==> config.mk <==
export PLATFORM = sky130hd
export DESIGN_NAME = compact_index_decoder_flat
export DESIGN_NICKNAME = d
export VERILOG_FILES = /design/src/cid_pkg.sv /design/src/cid_byte_if.sv /design/src/cid_result_if.sv /design/src/compact_index_decoder.sv /design/src/flat_wrapper.sv
export SDC_FILE = /design/constraint.sdc
export NUM_CORES = 1
export LEC_CHECK = 0
export BUFFER_PORTS_ARGS = -buffer_cell sky130_fd_sc_hd__buf_2
export CAP_MARGIN = 20
export CORE_MARGIN = 5
export CORE_UTILIZATION = 35
export CTS_CLUSTER_DIAMETER = 100
export DETAILED_ROUTE_END_ITERATION = 6
export GPL_ROUTABILITY_DRIVEN = 0
export SLEW_MARGIN = 30
export SYNTH_ARGS = -nofsm -noshare
export SYNTH_HDL_FRONTEND = slang
export SYNTH_SLANG_ARGS = --single-unit
==> constraint.sdc <==
create_clock -name clk -period 8.8 [get_ports clk]
set_clock_uncertainty 0.05 [all_clocks]
set_input_delay 0.88 -clock clk [delete_from_list [all_inputs] [get_ports clk]]
set_output_delay 0.88 -clock clk [all_outputs]
set_load 0.02 [all_outputs]
==> src/cid_pkg.sv <==
package cid_pkg;

    localparam int BYTE_W    = 8;
    localparam int MAG_W     = 31;
    localparam int VALUE_W   = 32;
    localparam int STATUS_W  = 2;
    localparam int LEN_W     = 3;
    localparam int COUNT_W   = 3;
    localparam int MAX_BYTES = 5;

    // Payload bits of the fifth byte that still fit in the 31-bit magnitude.
    localparam logic [6:0] LAST_PAYLOAD_MAX = 7'h0f;

    typedef enum logic [STATUS_W-1:0] {
        STATUS_OK       = 2'd0,
        STATUS_OVERFLOW = 2'd1,
        STATUS_TOO_LONG = 2'd2
    } cid_status_t;

endpackage

==> src/cid_byte_if.sv <==
interface cid_byte_if;

    logic                       valid;
    logic                       ready;
    logic [cid_pkg::BYTE_W-1:0] in_byte;

    modport source (output valid, output in_byte, input ready);
    modport sink   (input valid, input in_byte, output ready);

endinterface

==> src/cid_result_if.sv <==
interface cid_result_if;

    logic                                valid;
    logic                                ready;
    logic signed [cid_pkg::VALUE_W-1:0]  value;
    logic [cid_pkg::STATUS_W-1:0]        status;
    logic [cid_pkg::LEN_W-1:0]           length;

    modport source (output valid, output value, output status, output length, input ready);
    modport sink   (input valid, input value, input status, input length, output ready);

endinterface

==> src/compact_index_decoder.sv <==
// Channel     Direction  Payload                      Transfer
// byte_in     sink       in_byte[7:0]                 valid && ready
// result_out  source     value[31:0], status, length  valid && ready
//
// Each byte is held in the input register and is decoded on its way
// into the result register, so one byte is taken every cycle unless a held result stalls it.
// A completed value or an error is loaded into the result register when its last byte leaves
// the input register; bytes that only continue a value produce no transfer.
// Reset clears the input and result valid flags and the decode state.
// A held result stalls only a byte that would produce another result.
module compact_index_decoder (
    input  logic          clk,
    input  logic          rst_n,
    cid_byte_if.sink      byte_in,
    cid_result_if.source  result_out
);
    import cid_pkg::*;

    logic                      s1_valid_reg;
    logic [BYTE_W-1:0]         s1_byte_reg;

    logic [MAG_W-1:0]          acc_reg;
    logic [MAG_W-1:0]          acc_next;
    logic [COUNT_W-1:0]        count_reg;
    logic [COUNT_W-1:0]        count_next;
    logic                      sign_reg;
    logic                      sign_next;

    logic                      out_valid_reg;
    logic signed [VALUE_W-1:0] out_value_reg;
    logic [STATUS_W-1:0]       out_status_reg;
    logic [LEN_W-1:0]          out_length_reg;

    logic                      emit;
    logic signed [VALUE_W-1:0] res_value;
    cid_status_t               res_status;
    logic [LEN_W-1:0]          res_length;

    logic                      advance;
    logic                      first_byte;
    logic                      last_byte;
    logic [6:0]                payload;
    logic                      more;
    logic [MAG_W-1:0]          shifted;
    logic [MAG_W-1:0]          acc_or;
    logic [MAG_W-1:0]          mag;
    logic                      mag_neg;

    assign payload    = s1_byte_reg[6:0];
    assign more       = s1_byte_reg[7];
    assign first_byte = (count_reg == '0) || (count_reg >= COUNT_W'(MAX_BYTES));
    assign last_byte  = (count_reg == COUNT_W'(MAX_BYTES - 1));

    // Position of the new payload bits depends only on how many bytes came before.
    always_comb
    begin
        unique case (count_reg)
            3'd1:    shifted = MAG_W'(payload) << 6;
            3'd2:    shifted = MAG_W'(payload) << 13;
            3'd3:    shifted = MAG_W'(payload) << 20;
            3'd4:    shifted = MAG_W'(payload) << 27;
            default: shifted = '0;
        endcase
    end

    assign acc_or = acc_reg | shifted;

    always_comb
    begin
        emit       = 1'b0;
        res_status = STATUS_OK;
        res_length = LEN_W'(1);
        mag        = '0;
        mag_neg    = 1'b0;
        acc_next   = acc_reg;
        count_next = count_reg;
        sign_next  = sign_reg;

        if (first_byte)
        begin
            sign_next = s1_byte_reg[7];
            acc_next  = MAG_W'(s1_byte_reg[5:0]);
            if (!s1_byte_reg[6])
            begin
                emit       = 1'b1;
                mag        = MAG_W'(s1_byte_reg[5:0]);
                mag_neg    = s1_byte_reg[7];
                count_next = '0;
            end
            else
            begin
                count_next = COUNT_W'(1);
            end
        end
        else if (last_byte && (payload > LAST_PAYLOAD_MAX))
        begin
            emit       = 1'b1;
            res_status = STATUS_OVERFLOW;
            res_length = LEN_W'(MAX_BYTES);
            count_next = '0;
        end
        else if (last_byte && more)
        begin
            emit       = 1'b1;
            res_status = STATUS_TOO_LONG;
            res_length = LEN_W'(MAX_BYTES);
            count_next = '0;
        end
        else if (!more)
        begin
            emit       = 1'b1;
            mag        = acc_or;
            mag_neg    = sign_reg;
            res_length = LEN_W'(count_reg + COUNT_W'(1));
            count_next = '0;
        end
        else
        begin
            acc_next   = acc_or;
            count_next = count_reg + COUNT_W'(1);
        end
    end

    // Negative zero falls out as zero from the two's complement negate.
    assign res_value = mag_neg ? -$signed({1'b0, mag}) : $signed({1'b0, mag});

    assign advance       = s1_valid_reg && (!emit || !out_valid_reg || result_out.ready);
    assign byte_in.ready = !s1_valid_reg || advance;

    always_ff @(posedge clk or negedge rst_n)
    begin
        if (!rst_n)
        begin
            s1_valid_reg <= 1'b0;
        end
        else if (byte_in.ready)
        begin
            s1_valid_reg <= byte_in.valid;
        end
    end

    always_ff @(posedge clk)
    begin
        if (byte_in.valid && byte_in.ready)
        begin
            s1_byte_reg <= byte_in.in_byte;
        end
    end

    always_ff @(posedge clk or negedge rst_n)
    begin
        if (!rst_n)
        begin
            acc_reg   <= '0;
            count_reg <= '0;
            sign_reg  <= 1'b0;
        end
        else if (advance)
        begin
            acc_reg   <= acc_next;
            count_reg <= count_next;
            sign_reg  <= sign_next;
        end
    end

    always_ff @(posedge clk or negedge rst_n)
    begin
        if (!rst_n)
        begin
            out_valid_reg <= 1'b0;
        end
        else if (advance && emit)
        begin
            out_valid_reg <= 1'b1;
        end
        else if (result_out.ready)
        begin
            out_valid_reg <= 1'b0;
        end
    end

    always_ff @(posedge clk)
    begin
        if (advance && emit)
        begin
            out_value_reg  <= res_value;
            out_status_reg <= res_status;
            out_length_reg <= res_length;
        end
    end

    assign result_out.valid  = out_valid_reg;
    assign result_out.value  = out_value_reg;
    assign result_out.status = out_status_reg;
    assign result_out.length = out_length_reg;

    // The byte count never reaches the fifth position between bytes.
    assert property (@(posedge clk) disable iff (!rst_n)
        count_reg <= COUNT_W'(MAX_BYTES - 1))
        else $error("byte count beyond four");

    // Errors always report a full five-byte length and a zero value.
    assert property (@(posedge clk) disable iff (!rst_n)
        (out_valid_reg && (out_status_reg != STATUS_OK)) |->
        ((out_length_reg == LEN_W'(MAX_BYTES)) && (out_value_reg == '0)))
        else $error("error result with wrong length or value");

    // A decoded result is presented in the cycle after its last byte moves on.
    assert property (@(posedge clk) disable iff (!rst_n)
        (advance && emit) |=> (out_valid_reg && (count_reg == '0)))
        else $error("result lost or count not cleared");

    // Every result length lies between one and five bytes.
    assert property (@(posedge clk) disable iff (!rst_n)
        out_valid_reg |->
        ((out_length_reg != '0) && (out_length_reg <= LEN_W'(MAX_BYTES))))
        else $error("result length out of range");

endmodule
==> src/flat_wrapper.sv <==
// flat-port wrapper written by rule: the top's interface ports become plain ports
module compact_index_decoder_flat import cid_pkg::*;
  (clk, rst_n, byte_in_valid, byte_in_in_byte, byte_in_ready, result_out_valid, result_out_value, result_out_status, result_out_length, result_out_ready);
  cid_byte_if byte_in_i ();
  cid_result_if result_out_i ();
  input  logic clk;
  input  logic rst_n;
  input wire logic [$bits(byte_in_i.valid)-1:0] byte_in_valid;
  input wire logic [$bits(byte_in_i.in_byte)-1:0] byte_in_in_byte;
  output wire logic [$bits(byte_in_i.ready)-1:0] byte_in_ready;
  output wire logic [$bits(result_out_i.valid)-1:0] result_out_valid;
  output wire logic [$bits(result_out_i.value)-1:0] result_out_value;
  output wire logic [$bits(result_out_i.status)-1:0] result_out_status;
  output wire logic [$bits(result_out_i.length)-1:0] result_out_length;
  input wire logic [$bits(result_out_i.ready)-1:0] result_out_ready;
  assign byte_in_i.valid = byte_in_valid;
  assign byte_in_i.in_byte = byte_in_in_byte;
  assign byte_in_ready = byte_in_i.ready;
  assign result_out_valid = result_out_i.valid;
  assign result_out_value = result_out_i.value;
  assign result_out_status = result_out_i.status;
  assign result_out_length = result_out_i.length;
  assign result_out_i.ready = result_out_ready;
  compact_index_decoder u_core (.clk(clk), .rst_n(rst_n), .byte_in(byte_in_i), .result_out(result_out_i));
endmodule
=== After elaboration in Yosys (flattened, before gate mapping) ===
Index checks and enable logic that the tools add are counted.

* Shift operators: 0
* Magnitude comparators: 2
* Bitwise logic cells: 1
* Equal/unequal tests: 6
* Reduce and logical (&&, ||, !) cells: 19
* Multiplexer cells: 33
* Add/sub/neg operators: 2
* $mul: 0
* Divide/modulo/power cells: 0

{| class="wikitable"
|+ Operator list
! operator !! number
|-
| 31-bit 2-to-1 mux || 9
|-
| 31-bit case mux with 4 select lines || 1
|-
| 31-bit negator with 32-bit output || 1
|-
| 31-bit bitwise OR || 1
|-
| 3-bit 2-to-1 mux || 7
|-
| 1-bit 2-to-1 mux || 14
|-
| 7-bit by 4-bit greater-than comparator with 1-bit output (second input constant) || 1
|-
| 3-bit by 2-bit == test with 1-bit output (second input constant) || 2
|-
| 6-bit 2-to-1 mux || 1
|-
| 1-bit logical AND || 5
|-
| 1-bit logical OR || 4
|-
| 2-bit by 1-bit inequality test with 1-bit output (second input constant) || 2
|-
| 4-bit AND reduction || 1
|-
| 2-bit nonzero test || 2
|-
| 4-bit OR reduction || 1
|-
| 3-bit by 1-bit adder with 3-bit output (second input constant) || 1
|-
| 3-bit by 1-bit == test with 1-bit output (second input constant) || 1
|-
| 3-bit == test (second input constant) || 1
|-
| 3-bit greater-or-equal comparator (second input constant) || 1
|-
| 1-bit zero test || 3
|-
| 3-bit zero test || 1
|-
| 2-bit 2-to-1 mux || 1
|-
| 2-bit AND reduction || 1
|-
| 2-bit OR reduction || 1
|}

* Memories kept: 0
* Register bits: 82
* RAM bits: 0
* Input port bits: 12
* Output and inout port bits: 39
* Bits in latches: 0
* Bits in read-only memories: 0

=== Longest topological paths before layout ===
* Depth in word-level cells: 11
* Depth in mapped cells: 16
* Gate-level depth less buffers: 13

=== Least setup slack after synthesis ===
Ideal clock, no wire load.

* Kind: reg2reg
* Start: register u_core.count_reg[1]
* End: register u_core.out_length_reg[0], in the netlist u_core.result_out.length[0] (enable)
* Setup slack: 5.232 ns
* Required time: 8.319 ns
* Setup time: 0.431 ns
* Data arrival time: 3.087 ns
* Stages on the path, launching flop included: 8
* Path through: dfrtp_1 -> inv_1 -> ha_1 -> buf_2 -> or3b_4 -> nand3_1 -> nand2_1 -> nor2_1

* Word-level cells in the longest chain between the ends: 10
* Elaborated cells on any way between the ends: 14
* Classes of those cells: 1 x order compare; 1 x eq/ne; 3 x mux; 9 x reduce/logical

{| class="wikitable"
|+ Ends and longest elaborated chain
! item !! RTL line !! text
|-
| start: declaration || compact_index_decoder.sv:24 || <nowiki>logic [COUNT_W-1:0] count_reg;</nowiki>
|-
| start signal: assignment || compact_index_decoder.sv:161 || <nowiki>count_reg <= count_next;</nowiki>
|-
| 3-bit == test || compact_index_decoder.sv:52 || <nowiki>assign last_byte = (count_reg == COUNT_W'(MAX_BYTES - 1));</nowiki>
|-
| 1-bit logical AND || compact_index_decoder.sv:102 || <nowiki>else if (last_byte && more)</nowiki>
|-
| 1-bit 2-to-1 mux || compact_index_decoder.sv:102 ||
|-
| 1-bit 2-to-1 mux || compact_index_decoder.sv:95 || <nowiki>else if (last_byte && (payload > LAST_PAYLOAD_MAX))</nowiki>
|-
| 1-bit 2-to-1 mux * || compact_index_decoder.sv:79 || <nowiki>if (first_byte)</nowiki>
|-
| 1-bit zero test || compact_index_decoder.sv:127 || <nowiki>assign advance = s1_valid_reg && (!emit || !out_valid_reg || result_out.ready);</nowiki>
|-
| 1-bit logical OR (2 in series) || compact_index_decoder.sv:127 ||
|-
| 1-bit logical AND || compact_index_decoder.sv:127 ||
|-
| 1-bit logical AND * || compact_index_decoder.sv:184 || <nowiki>if (advance && emit)</nowiki>
|-
| end signal: assignment || compact_index_decoder.sv:188 || <nowiki>out_length_reg <= res_length;</nowiki>
|-
| end: declaration || compact_index_decoder.sv:32 || <nowiki>logic [LEN_W-1:0] out_length_reg;</nowiki>
|}

Mark *: on every way between the ends. The rest lies on a longest branch, timed or not.
A chain may end at the register's enable or synchronous reset.

=== Final worst setup path ===
* Start: register u_core.count_reg[1]
* End: register u_core.out_value_reg[28], in the netlist u_core.result_out.value[28], data pin

* Elaborated cells on any way between the ends: 20
* Classes of those cells: 1 x add/sub; 1 x order compare; 4 x eq/ne; 9 x mux; 1 x bitwise; 4 x reduce/logical

{| class="wikitable"
|+ RTL lines
! item !! RTL line !! text
|-
| 3-bit == test || compact_index_decoder.sv:52 ||
|-
| 1-bit logical AND || compact_index_decoder.sv:102 ||
|-
| 31-bit 2-to-1 mux || compact_index_decoder.sv:102 ||
|-
| 31-bit 2-to-1 mux || compact_index_decoder.sv:95 ||
|-
| 31-bit 2-to-1 mux * || compact_index_decoder.sv:79 ||
|-
| named net u_core.mag[0] || compact_index_decoder.sv:46 || <nowiki>logic [MAG_W-1:0] mag;</nowiki>
|-
| 31-bit negator with 32-bit output * || compact_index_decoder.sv:125 || <nowiki>assign res_value = mag_neg ? -$signed({1'b0, mag}) : $signed({1'b0, mag});</nowiki>
|-
| 31-bit 2-to-1 mux * || compact_index_decoder.sv:125 ||
|-
| named net u_core.res_value[28] || compact_index_decoder.sv:35 || <nowiki>logic signed [VALUE_W-1:0] res_value;</nowiki>
|-
| end signal: assignment || compact_index_decoder.sv:186 || <nowiki>out_value_reg <= res_value;</nowiki>
|-
| end: declaration || compact_index_decoder.sv:30 || <nowiki>logic signed [VALUE_W-1:0] out_value_reg;</nowiki>
|}

The timed path passes the listed nets; every way through them passes the cells marked *.

==> results.cfg <==
[run_status]
status = finished, final reports clean

[setup_path]
path_max_fanout = 13
cp.arrival_ns = 4.11
worstRegToRegCells = 13
r2r-end = u_core.result_out.value[28]
crit_type = reg2reg
worstReg2RegStart = u_core.count_reg[1]
endpoint_kind = register
cp-start-kind = register
required_ns = 8.82
r2r_setup_slack_ns = 4.71

[placement]
dp_hpwl_mm = 8.56
numPortBuffers = 50
dp_worst_setup_slack_ns = 4.76

[grt]
grt_use_total_pct = 16.8
grt-ovfl-total = 0
grt_start_max_net_pins = 38
grt_pass1_vias = 3658
antenna_found_initial = 0
grt_first_pass_wirelength_mm = 19.5

[power_and_ir_drop]
power_leakage_nw = 2.09
ir_drop_mv = 0.127
power_density_mw_per_mm2 = 377

[sta]
timing.fmax_ghz = 0.245
timing.hold.ws_ns = 0.449
rsz0062_at_grt = no
setup_tns_ns = 0
fin_ws_ns = 4.71
slew_headroom_pct = 43.4
slew_violations = 0
final.min_clock_period_ns = 4.09
hold_viol = 0
tightest_slew_ns = 0.846
fin_crit_sh_pct = 46.5
setup_viol = 0

[detailed_routing]
wl_per_cell_um = 17.7
wl_mm = 11.9
drt-vias-per-instance = 5.56
drc = 0
first_pass_iters = 5
num_vias = 3751
ant_nets = 0
drt-initial-drc-count = 399

[clocking]
cts_hold_buffers = 0
clock_sinks = 82
worstSkewPairLatency_ns = 0.34
cts_max_level = 3
cts_buffer_depth = 2
clk_pin_slew_worst_paths_ns = 0.06
post_cts_resized = 0
cts-root-buf = clkbuf_16
cts_made_buffers = 9
post_cts_buffers = 0
cts_tree = built

[floorplan]
row_count = 41
io_pins = 51
core_sq_mm = 0.0126
die_w_um = 124
die_y_um = 124
dieArea_sq_mm = 0.0153
initial_core_util_pct = 35.8

[synthesis]
synth_edf_count = 45
netlist.area_leader.share_pct = 29.9
synth_area_leaders = edfxtp_1, dfrtp_1, nor2_1
synth_area_per_cell_sq_um = 9.77
synth_cell_types = 60
synth_ff_type = edfxtp_1
synthArstFlopShare_pct = 45.1
ys_ff_latch = 82
synth_warnings = 0
syn_nets = 480
synth_top_area_cell = edfxtp_1
syn_area_sq_mm = 0.00451
yosysSeqAreaShare_pct = 50.5
postSynthCellCount = 462

[final_layout]
largest_reg_flops = 32
drive_above_1_share_pct = 18.5
syn_to_final_growth_pct = 15.4
nNetsFinal = 516
antenna_cells = 0

[worst_hold_path]
hold_class = in2async

[run]
drv_cap = 0
-- area by class of cell --
cell class / count / area (sq um)
fill: 1269 / 7410
clock inverter: 4 / 47.5
sequential: 82 / 2280
multi-input combinational: 340 / 2060
timing repair buffer: 56 / 322
clock buffer: 12 / 256
inverter: 9 / 33.8
tap: 172 / 215
-- cell families (layout without fill, tap and decap cells) --
group / after synthesis / after routing / share of synthesized area (%)
AND/OR/NAND/NOR: 166 / 166 / 16.9
AO/OA/AOI/OAI: 147 / 147 / 22.4
flip-flops: 82 / 82 / 50.5
buffers and inverters: 40 / 81 / 4.10
XOR/XNOR: 14 / 14 / 2.72
multiplexers: 7 / 7 / 1.75
adder cells (fa/ha/maj): 6 / 6 / 1.66
-- layer usage --
metal / track usage (%) / up-vias / routed length, um
li1: - / 1766 / -
met1: 23.4 / 1793 / 5220
met2: 25.0 / 161 / 5430
met3: 3.20 / 31 / 901
met4: 8.44 / 0 / 378
met5: 0 / - / 0
-- how the worst max path moves through the flow --
| stage | start | endpoint | slack [ns] | depth (start not counted) |
|---|---|---|---|---|
| after floorplan | u_core.count_reg[1] | u_core.result_out.length[0] | 5.23 | 7 |
| after detailed placement | u_core.count_reg[1] | u_core.result_out.value[28] | 4.76 | 13 |
| after CTS | u_core.count_reg[1] | u_core.result_out.value[28] | 4.74 | 13 |
| final | u_core.count_reg[1] | u_core.result_out.value[28] | 4.71 | 13 |
| after global placement | u_core.count_reg[1] | u_core.result_out.value[20] | 4.97 | 13 |
| after global routing | u_core.count_reg[1] | u_core.result_out.value[30] | 4.41 | 12 |
-- power by group --
part / internal (mW) / total [mW] / switching (mW)
Combinational: 0.319 / 0.933 / 0.614
Sequential: 0.567 / 0.648 / 0.0812
Clock: 0.235 / 0.385 / 0.150
-- layout by cell type (no fill, tap or decap), drive strengths merged, types with 5 or more instances in the layout --
cell	instances
nor2b	6
or2	5
a21o	7
dfrtp	37
ha	6
xnor2	8
nor3	13
nand2	51
buf	56
o31ai	9
nor2	61
clkbuf	12
xor2	6
edfxtp	45
o21ai	26
o2bb2ai	5
a21oi	45
a31oi	14
nand3	10
o311ai	6
inv	11
mux2	7
-- metrics by stage --
stage | util, % | total power, mW | instance area (sq um) | std cells
finish | 41.3 | 1.97 | 5210 | 675
global route | 41.3 | 2.10 | 5210 | 675
CTS | 41.2 | 1.97 | 5200 | 674
detailed placement | 38.8 | 1.58 | 4890 | 658
global placement | 38.5 | 1.55 | 4860 | 657
floorplan | - | 1.32 | 4510 | 462
-- worst max-delay path, cell delays in order (launching register included) --
cell      delay (ns)
dfrtp_1         0.50
inv_1           0.12
ha_1            0.33
nor3b_2         0.70
nor2_2          0.25
a22o_1          0.30
inv_1           0.06
ha_1            0.16
inv_1           0.07
a221oi_4        0.28
nand4_4         0.23
or2_1           0.34
o311ai_1        0.30
o311ai_1        0.14
-- cells in the mapped netlist (4+ instances only) --
cell        n
nor2_1     60
nand2_1    50
edfxtp_1   45
a21oi_1    43
dfrtp_1    37
o21ai_0    20
clkbuf_1   17
a31oi_1    14
nor3_1     13
buf_2      10
nand3_1    10
inv_1       9
o31ai_1     9
xnor2_1     8
a21o_1      7
mux2_2      7
ha_1        6
nor2b_1     6
o311ai_1    6
xor2_1      6
o21ai_1     5
o2bb2ai_1   5
a22o_1      4
a22oi_1     4
a2bb2oi_1   4
nand2b_1    4
Power figures use the tool's default switching activity.
